===== src/rtl/rwst_pkg.sv =====
// Package for the raycast wall slice texturer: fixed sizes, constants and state type.
// Used by rwst_div and raycast_wall_slice_texturer_top; depends on nothing.
package rwst_pkg;

    localparam int TEX_DIM    = 64;
    localparam int SCREEN_H   = 512;
    localparam int DIV_W      = 26;
    localparam int DIV_CNT_W  = $clog2(DIV_W);

    localparam logic [5:0]       TEX_MAX     = 6'(TEX_DIM - 1);
    localparam logic [14:0]      HALF_SCREEN = 15'(SCREEN_H / 2);
    localparam logic [8:0]       LAST_SCREEN = 9'(SCREEN_H - 1);
    localparam logic [DIV_W-1:0] H_DIVIDEND  = DIV_W'(SCREEN_H * 65536);
    localparam logic [DIV_W-1:0] S_DIVIDEND  = DIV_W'(TEX_DIM * 65536);
    localparam logic [15:0]      HEIGHT_MAX  = 16'hFFFF;
    localparam logic [23:0]      STEP_MAX    = 24'hFFFFFF;

    typedef enum logic [6:0] {
        ST_IDLE = 7'b0000001,
        ST_DIST = 7'b0000010,
        ST_DIVH = 7'b0000100,
        ST_STEP = 7'b0001000,
        ST_DIVS = 7'b0010000,
        ST_MUL2 = 7'b0100000,
        ST_OUT  = 7'b1000000
    } state_t;

endpackage


===== src/rtl/rwst_div.sv =====
// Restoring unsigned divider, one quotient bit per cycle.
// Depends on rwst_pkg for the operand width.
module rwst_div (
    input  logic                        clk,
    input  logic                        rst_n,
    input  logic                        start,
    input  logic [rwst_pkg::DIV_W-1:0]  dividend,
    input  logic [rwst_pkg::DIV_W-1:0]  divisor,
    output logic                        done,
    output logic [rwst_pkg::DIV_W-1:0]  quotient
);
    import rwst_pkg::*;

    logic [DIV_W-1:0]     rem_reg, quo_reg, dvs_reg;
    logic [DIV_CNT_W-1:0] cnt_reg;
    logic                 busy_reg, done_reg;
    logic [DIV_W:0]       trial;
    logic                 fits;

    assign trial = {rem_reg, quo_reg[DIV_W-1]};
    assign fits  = trial >= {1'b0, dvs_reg};

    always_ff @(posedge clk or negedge rst_n)
    begin
        if (!rst_n)
        begin
            busy_reg <= 1'b0;
            done_reg <= 1'b0;
            cnt_reg  <= '0;
        end
        else
        begin
            done_reg <= 1'b0;
            if (start)
            begin
                busy_reg <= 1'b1;
                cnt_reg  <= '0;
            end
            else if (busy_reg)
            begin
                cnt_reg <= cnt_reg + 1'b1;
                if (cnt_reg == DIV_CNT_W'(DIV_W - 1))
                begin
                    busy_reg <= 1'b0;
                    done_reg <= 1'b1;
                end
            end
        end
    end

    always_ff @(posedge clk)
    begin
        if (start)
        begin
            rem_reg <= '0;
            quo_reg <= dividend;
            dvs_reg <= divisor;
        end
        else if (busy_reg)
        begin
            rem_reg <= fits ? DIV_W'(trial - {1'b0, dvs_reg}) : trial[DIV_W-1:0];
            quo_reg <= {quo_reg[DIV_W-2:0], fits};
        end
    end

    assign done     = done_reg;
    assign quotient = quo_reg;

endmodule


===== src/rtl/raycast_wall_slice_texturer_top.sv =====
// Top level of the raycast wall slice texturer: ray setup sequencer and row stepping.
// Depends on rwst_pkg and rwst_div.
//
// A ray item (kind 0) passes through ST_DIST, ST_DIVH, ST_STEP, ST_DIVS and ST_MUL2
// before its result is offered in ST_OUT: one shared 26-bit serial divider
// computes the slice height and then the texture step, one bit per cycle, and
// one shared multiplier forms the wall hit point and the start texture position.
// A row item (kind 1) is accepted in ST_IDLE and its result is handed over in
// ST_OUT. The block takes no new item until its result has been taken. The slice
// state clears at reset, so row items before any ray give an empty range.
module raycast_wall_slice_texturer_top (
    input  logic        clk,
    input  logic        rst_n,
    input  logic        in_valid,
    output logic        in_ready,
    input  logic        kind,
    input  logic [9:0]  column,
    input  logic        side,
    input  logic [25:0] side_dist_x,
    input  logic [25:0] side_dist_y,
    input  logic [25:0] delta_dist_x,
    input  logic [25:0] delta_dist_y,
    input  logic signed [18:0] ray_dir_x,
    input  logic signed [18:0] ray_dir_y,
    input  logic [23:0] player_x,
    input  logic [23:0] player_y,
    output logic        out_valid,
    input  logic        out_ready,
    output logic        row_valid,
    output logic [9:0]  screen_x,
    output logic [8:0]  screen_y,
    output logic [8:0]  draw_end_row,
    output logic [15:0] slice_height,
    output logic [1:0]  face,
    output logic [5:0]  tex_x,
    output logic [5:0]  tex_y,
    output logic [13:0] texel_address,
    output logic        last_row
);
    import rwst_pkg::*;

    state_t state_reg;

    // Slice state.
    logic [1:0]  face_reg;
    logic [5:0]  tex_col_reg;
    logic [23:0] tex_step_reg;
    logic [31:0] tex_pos_reg;
    logic [8:0]  cur_row_reg, end_row_reg;
    logic [9:0]  cur_column_reg;

    // Captured ray item and intermediate values.
    logic [9:0]  col_reg;
    logic        side_reg;
    logic signed [18:0] dir_x_reg, dir_y_reg;
    logic [15:0] pos_frac_reg;
    logic [25:0] dist_reg;
    logic [15:0] h_reg;
    logic [8:0]  start_reg, end_reg;
    logic [14:0] off_reg;
    logic [51:0] prod_reg;

    // Output registers.
    logic        out_valid_reg, row_valid_reg, last_reg;
    logic [9:0]  sx_reg;
    logic [8:0]  sy_reg, de_reg;
    logic [15:0] sh_reg;
    logic [1:0]  face_o_reg;
    logic [5:0]  tx_o_reg, ty_o_reg;
    logic [13:0] addr_reg;

    logic [25:0] sd, dd, dist_comb;
    assign sd        = side ? side_dist_y : side_dist_x;
    assign dd        = side ? delta_dist_y : delta_dist_x;
    assign dist_comb = (sd > dd) ? 26'(sd - dd) : '0;

    // Shared divider.
    logic              div_start, div_done;
    logic [DIV_W-1:0]  div_q, div_dividend, div_divisor;
    assign div_start    = (state_reg == ST_DIST) || (state_reg == ST_STEP);
    assign div_dividend = (state_reg == ST_DIST) ? H_DIVIDEND : S_DIVIDEND;
    assign div_divisor  = (state_reg == ST_DIST) ? dist_reg : {10'd0, h_reg};

    rwst_div u_div (
        .clk      (clk),
        .rst_n    (rst_n),
        .start    (div_start),
        .dividend (div_dividend),
        .divisor  (div_divisor),
        .done     (div_done),
        .quotient (div_q)
    );

    function automatic logic signed [24:0] ray_sext(input logic signed [18:0] d);
        ray_sext = 25'(d);
    endfunction

    // Shared multiplier: dist * ray direction, then offset * step.
    logic signed [26:0] mul_a;
    logic signed [24:0] mul_b;
    logic signed [51:0] mul_p;
    always_comb
    begin
        if (state_reg == ST_DIST)
        begin
            mul_a = $signed({1'b0, dist_reg});
            mul_b = side_reg ? 25'(ray_sext(dir_x_reg)) : 25'(ray_sext(dir_y_reg));
        end
        else
        begin
            mul_a = $signed({12'd0, off_reg});
            mul_b = $signed({1'b0, tex_step_reg});
        end
        mul_p = mul_a * mul_b;
    end

    // Height-derived values once the first division finishes.
    logic [15:0] h_sat;
    logic [14:0] half_h;
    logic        clip;
    logic [15:0] frac;
    logic [5:0]  tx_raw, tx_m;
    logic        dx_neg, dy_neg, dy_pos, dx_pos;
    logic [1:0]  face_c;
    assign h_sat  = (dist_reg == '0 || div_q > 26'(HEIGHT_MAX)) ? HEIGHT_MAX : div_q[15:0];
    assign half_h = h_sat[15:1];
    assign clip   = half_h >= HALF_SCREEN;
    assign frac   = 16'(pos_frac_reg + prod_reg[31:16]);
    assign tx_raw = frac[15:10];
    assign dx_neg = dir_x_reg[18];
    assign dy_neg = dir_y_reg[18];
    assign dx_pos = !dx_neg && (dir_x_reg != '0);
    assign dy_pos = !dy_neg && (dir_y_reg != '0);
    assign tx_m   = ((!side_reg && dx_neg) || (side_reg && dy_pos)) ? 6'(TEX_MAX - tx_raw)
                                                                     : tx_raw;
    assign face_c = side_reg ? (dy_neg ? 2'd0 : 2'd1) : (dx_pos ? 2'd2 : 2'd3);

    logic row_has;
    logic [5:0] ty_c;
    assign row_has = cur_row_reg < end_row_reg;
    assign ty_c    = tex_pos_reg[21:16];

    always_ff @(posedge clk or negedge rst_n)
    begin
        if (!rst_n)
        begin
            state_reg      <= ST_IDLE;
            out_valid_reg  <= 1'b0;
            face_reg       <= '0;
            tex_col_reg    <= '0;
            tex_step_reg   <= '0;
            tex_pos_reg    <= '0;
            cur_row_reg    <= '0;
            end_row_reg    <= '0;
            cur_column_reg <= '0;
        end
        else
        begin
            unique case (state_reg)
                ST_IDLE:
                begin
                    if (in_valid)
                    begin
                        if (!kind)
                        begin
                            state_reg <= ST_DIST;
                        end
                        else
                        begin
                            if (row_has)
                            begin
                                tex_pos_reg <= tex_pos_reg + {8'd0, tex_step_reg};
                                cur_row_reg <= cur_row_reg + 1'b1;
                            end
                            out_valid_reg <= 1'b1;
                            state_reg     <= ST_OUT;
                        end
                    end
                end
                ST_DIST: state_reg <= ST_DIVH;
                ST_DIVH:
                begin
                    if (div_done)
                    begin
                        state_reg <= ST_STEP;
                    end
                end
                ST_STEP: state_reg <= ST_DIVS;
                ST_DIVS:
                begin
                    if (div_done)
                    begin
                        tex_step_reg <= (div_q > 26'(STEP_MAX)) ? STEP_MAX : div_q[23:0];
                        state_reg    <= ST_MUL2;
                    end
                end
                ST_MUL2:
                begin
                    tex_pos_reg    <= mul_p[31:0];
                    face_reg       <= face_o_reg;
                    tex_col_reg    <= tx_o_reg;
                    cur_row_reg    <= start_reg;
                    end_row_reg    <= end_reg;
                    cur_column_reg <= col_reg;
                    out_valid_reg  <= 1'b1;
                    state_reg      <= ST_OUT;
                end
                ST_OUT:
                begin
                    if (out_ready)
                    begin
                        out_valid_reg <= 1'b0;
                        state_reg     <= ST_IDLE;
                    end
                end
                default: state_reg <= ST_IDLE;
            endcase
        end
    end

    always_ff @(posedge clk)
    begin
        if (state_reg == ST_IDLE && in_valid)
        begin
            if (!kind)
            begin
                col_reg      <= column;
                side_reg     <= side;
                dir_x_reg    <= ray_dir_x;
                dir_y_reg    <= ray_dir_y;
                pos_frac_reg <= side ? player_x[15:0] : player_y[15:0];
                dist_reg     <= dist_comb;
            end
            else
            begin
                row_valid_reg <= row_has;
                sx_reg        <= cur_column_reg;
                sy_reg        <= cur_row_reg;
                de_reg        <= end_row_reg;
                sh_reg        <= '0;
                face_o_reg    <= face_reg;
                tx_o_reg      <= tex_col_reg;
                ty_o_reg      <= row_has ? ty_c : '0;
                addr_reg      <= row_has ? {face_reg, ty_c, tex_col_reg} : '0;
                last_reg      <= row_has && (9'(cur_row_reg + 1'b1) == end_row_reg);
            end
        end
        if (state_reg == ST_DIST)
        begin
            prod_reg <= mul_p;
        end
        if (state_reg == ST_DIVH && div_done)
        begin
            h_reg      <= h_sat;
            start_reg  <= clip ? 9'd0 : 9'(HALF_SCREEN - half_h);
            end_reg    <= clip ? LAST_SCREEN : 9'(HALF_SCREEN + half_h);
            off_reg    <= clip ? 15'(half_h - HALF_SCREEN) : '0;
            face_o_reg <= face_c;
            tx_o_reg   <= tx_m;
        end
        if (state_reg == ST_MUL2)
        begin
            row_valid_reg <= 1'b0;
            sx_reg        <= col_reg;
            sy_reg        <= start_reg;
            de_reg        <= end_reg;
            sh_reg        <= h_reg;
            ty_o_reg      <= '0;
            addr_reg      <= '0;
            last_reg      <= 1'b0;
        end
    end

    assign in_ready      = (state_reg == ST_IDLE);
    assign out_valid     = out_valid_reg;
    assign row_valid     = row_valid_reg;
    assign screen_x      = sx_reg;
    assign screen_y      = sy_reg;
    assign draw_end_row  = de_reg;
    assign slice_height  = sh_reg;
    assign face          = face_o_reg;
    assign tex_x         = tx_o_reg;
    assign tex_y         = ty_o_reg;
    assign texel_address = addr_reg;
    assign last_row      = last_reg;

endmodule

===== config.mk =====
export PLATFORM = sky130hd
export DESIGN_NAME = raycast_wall_slice_texturer_top
export DESIGN_NICKNAME = d
export VERILOG_FILES = /design/src/rtl/rwst_pkg.sv /design/src/rtl/rwst_div.sv /design/src/rtl/raycast_wall_slice_texturer_top.sv
export SDC_FILE = /design/constraint.sdc
export NUM_CORES = 2
export LEC_CHECK = 0
export CAP_MARGIN = 20
export CORE_ASPECT_RATIO = 2
export CORE_MARGIN = 1.5
export CORE_UTILIZATION = 35
export CTS_CLUSTER_SIZE = 40
export DETAILED_ROUTE_END_ITERATION = 10
export DONT_BUFFER_PORTS = 1
export REMOVE_ABC_BUFFERS = 1
export SYNTH_ARGS = -nofsm -noshare
export SYNTH_HDL_FRONTEND = slang
export SYNTH_HIERARCHICAL = 1
export SYNTH_SLANG_ARGS = --single-unit

===== constraint.sdc =====
create_clock -name clk -period 8.1 [get_ports clk]
set_input_delay 1.62 -clock clk [delete_from_list [all_inputs] [get_ports clk]]
set_output_delay 1.62 -clock clk [all_outputs]
set_load 0.01 [all_outputs]

==> run_results.csv <==
group,metric,value,unit
power,leakagePower,0.01875,µW
power,p_sw_share,41.19,%
clocking,cts.sinks,399,
floorplan,chipHeight,456.9,µm
power,seqPwrFrac,30.5,%
detailed_routing,wl,122.1,mm
global_routing,grt.total_usage,23.53,%
detailed_routing,routedWlPerCell,22.30,µm
cells_and_area,layout-drive-gt1-share,16.63,%
setup_path,worstSetupPathType,"reg -> reg",
power,p_clk_share,21.7,%
setup_path,critPathMostFrequentCell,"fa_1",
yosys,yosys_warnings,6,
global_routing,globalRouteOverflowTotal,0,
yosys,yosysUniqueCellTypes,92,
yosys,postSynth.asyncResetShare,24.31,%
timing,fmax,0.1257,GHz
setup_path,reg2reg_to,"prod_reg[30]",
yosys,ys_ff_latch,399,
yosys,synth_flop_cell,"edfxtp_1",
setup_path,path_max_fanout,12,
timing,setup_viol,0,
place,dpl.hpwl,101.0,mm
setup_path,max_stage_delay,0.57,ns
cells_and_area,instances_no_fill,5477,
clocking,cts_tree,"built",
yosys,syn_area,36050,µm²
floorplan,pin_count,282,
detailed_routing,drc,0,
cells_and_area,layout_commonest_cell,"inv_1",
global_routing,grt_pass1_vias,29911,
power,p_per_area,227.9,nW/µm²
yosys,synthCells,3807,
timing,finalCriticalPeriod,7.956,ns
timing,worstMarginPinSlew,1.009,ns
timing,relSlewSlack,32.66,%
timing,fin_crit_sh,98.22,%
detailed_routing,post_drt_via_cell_ratio,5.112,
setup_path,rr_startpoint,"state_reg[3]",
floorplan,start_util,35.28,%
setup_path,cp.required,8.48,ns
clocking,clk_path_buf_depth,3,
place,numPortBuffers,0,
clocking,root_buffer,"clkbuf_16",
yosys,synth_area_per_cell,9.470,µm²
timing,hold_viol,0,
power,p_int,5663,µW
hold_path,worstHoldPathCells,2,
hold_path,hold_end,"cur_column_reg[7]",
floorplan,core,102200,µm²
global_routing,grt_pass1_wl,181.4,mm
setup_path,cp-end-kind,"flip-flop",
run,drv_cap,0,
cells_and_area,nNetsFinal,4915,
timing,maxSlewViolCount,0,
setup_path,startpoint_type,"flip-flop",
cells_and_area,syn2layout_area_growth,17.21,%
hold_path,min_from,"col_reg[7]",
floorplan,die_x,229.9,µm
status,status,"finished clean",
global_routing,grt_max_degree,98,
clocking,numCtsBuffers,42,
floorplan,fp-row-count,166,
cells_and_area,final_cell_mix,"inv_1 (559), nand2_1 (507), nor2_1 (455)",
detailed_routing,ant_nets,0,
timing,fin_skew,0.06730,ns
place,placed_cells,5379,
clocking,clk_pin_slew_worst_paths,0.07,ns
timing,rsz0062_at_grt,"true",
setup_path,worstRegToRegCells,31,
power,ir_worst_vdd,0.1933,mV
yosys,synth-seq-area-share,30.72,%
clocking,h-tree-depth,2,
setup_path,r2r_slack,0.14,ns
detailed_routing,num_vias,27999,
cells_and_area,postLayoutCellArea,42260,µm²
power,p_comb_share,47.8,%
place,gp_congestion,1.010,
floorplan,dieArea,105100,µm²
yosys,synth-edff-count,260,
power,power_switching,3966,µW
setup_path,crit_arrival,8.33,ns
global_routing,antenna_found_initial,5,
place,place_area,40050,µm²
detailed_routing,drtIter0Drc,1453,
cells_and_area,nFillCells,10094,
clocking,clkLatencyLatePin,0.68,ns
setup_path,worst_path_max_delay_cell,"fa_1",
detailed_routing,dr.pass1.iters,6,
hold_path,hold_class,"reg -> reg",
## worst max path at each step
stage                  from            to  slack (ns)  cells after the start
6_report       state_reg[3]  prod_reg[30]        0.14                     31
5_1_grt        state_reg[3]  prod_reg[31]       -0.10                     31
4_1_cts        state_reg[5]  prod_reg[30]       -0.01                     32
3_5_place_dp   state_reg[3]  prod_reg[30]       -0.48                     30
3_3_place_gp   state_reg[3]  prod_reg[30]       -0.49                     30
2_1_floorplan  state_reg[2]  prod_reg[30]      -10.29                     27
## cells in the mapped netlist, drive strengths merged (28+ instances only)
library cell,n,area share [%]
a21o,47,0.98
a21oi,111,1.6
and2,49,0.85
buf,46,0.68
clkbuf,97,1.1
dfrtp,96,6.7
dfxtp,42,2.3
edfxtp,260,22
fa,385,21
ha,228,7.9
inv,581,6.0
mux2,78,2.4
mux2i,49,1.4
nand2,522,5.4
nand2b,28,0.51
nand3,44,0.62
nor2,477,5.0
nor3,46,0.64
o21ai,123,1.8
xnor2,107,2.6
xor2,43,1.0
## cell families after synthesis
kind of cell,Yosys count,synth area share (%)
flops,399,30.72
other cells,2,0.02083
simple gates,1315,15.91
fa+ha+maj,613,29.29
xor+xnor,150,3.644
compound gates,476,8.701
buf+inv,725,7.913
mux,127,3.797
## power by group through the flow
stage	registers (µW)	clock network (µW)	logic, µW
2_1_floorplan	2900	0	2620
3_3_place_gp	2970	0	4360
3_5_place_dp	2980	0	4410
4_1_cts	2940	2150	4490
5_1_grt	2970	2210	5020
6_report	2940	2090	4600
## area by class of cell
type	instances	area (µm²)	area share (%)
Multi-Input combinational cell	2706	22710	53.75
Sequential cell	399	11080	26.21
Timing Repair Buffer	366	3129	7.406
Inverter	581	2188	5.179
Tap cell	1344	1682	3.980
Clock buffer	49	1097	2.597
Clock inverter	29	360.3	0.8528
Antenna cell	3	7.507	0.01777
## metal layers
layer	wire length (µm)	vias up	part of all wire (%)	global-route usage, %
met4	13060	0	11	21.27
met2	65640	811	54	44.27
met5	0	-	0	0
li1	-	12907	-	-
met3	4612	383	3.8	2.932
met1	38830	13898	32	21.75
## stage by stage
stage               total power, µW  setup slack [ns]  hold WS [ns]  setup TNS [ns]  util (%)
finish                         9630            0.1443        0.4649               0     41.35
global route                  10200           -0.1028        0.4920         -0.2975     41.35
CTS                            9585         -0.009948        0.4745        -0.01100     40.83
detailed placement             7387           -0.4840        0.4584          -2.776     39.19
global placement               7330           -0.4948        0.4458          -2.549     39.18
floorplan                      5519            -10.29        0.4303        -1116.28         -
## repair_timing
action	CTS	global route
gates cloned	1	0
hold buffers	0	0
setup endpoints to repair	17	18
setup buffers	4	11
gates resized for setup	49	127
pin swaps	22	81
## critical path: cells and delay by family (launching register included)
kind | cells | cell delay, ns
XOR/XNOR | 1 | 0.09
adder cells (fa/ha/maj) | 8 | 3.61
flip-flops | 1 | 0.41
buffers and inverters | 9 | 1.00
AND/OR/NAND/NOR | 4 | 0.89
AO/OA/AOI/OAI | 9 | 1.70
Power figures use the tool's default switching activity.
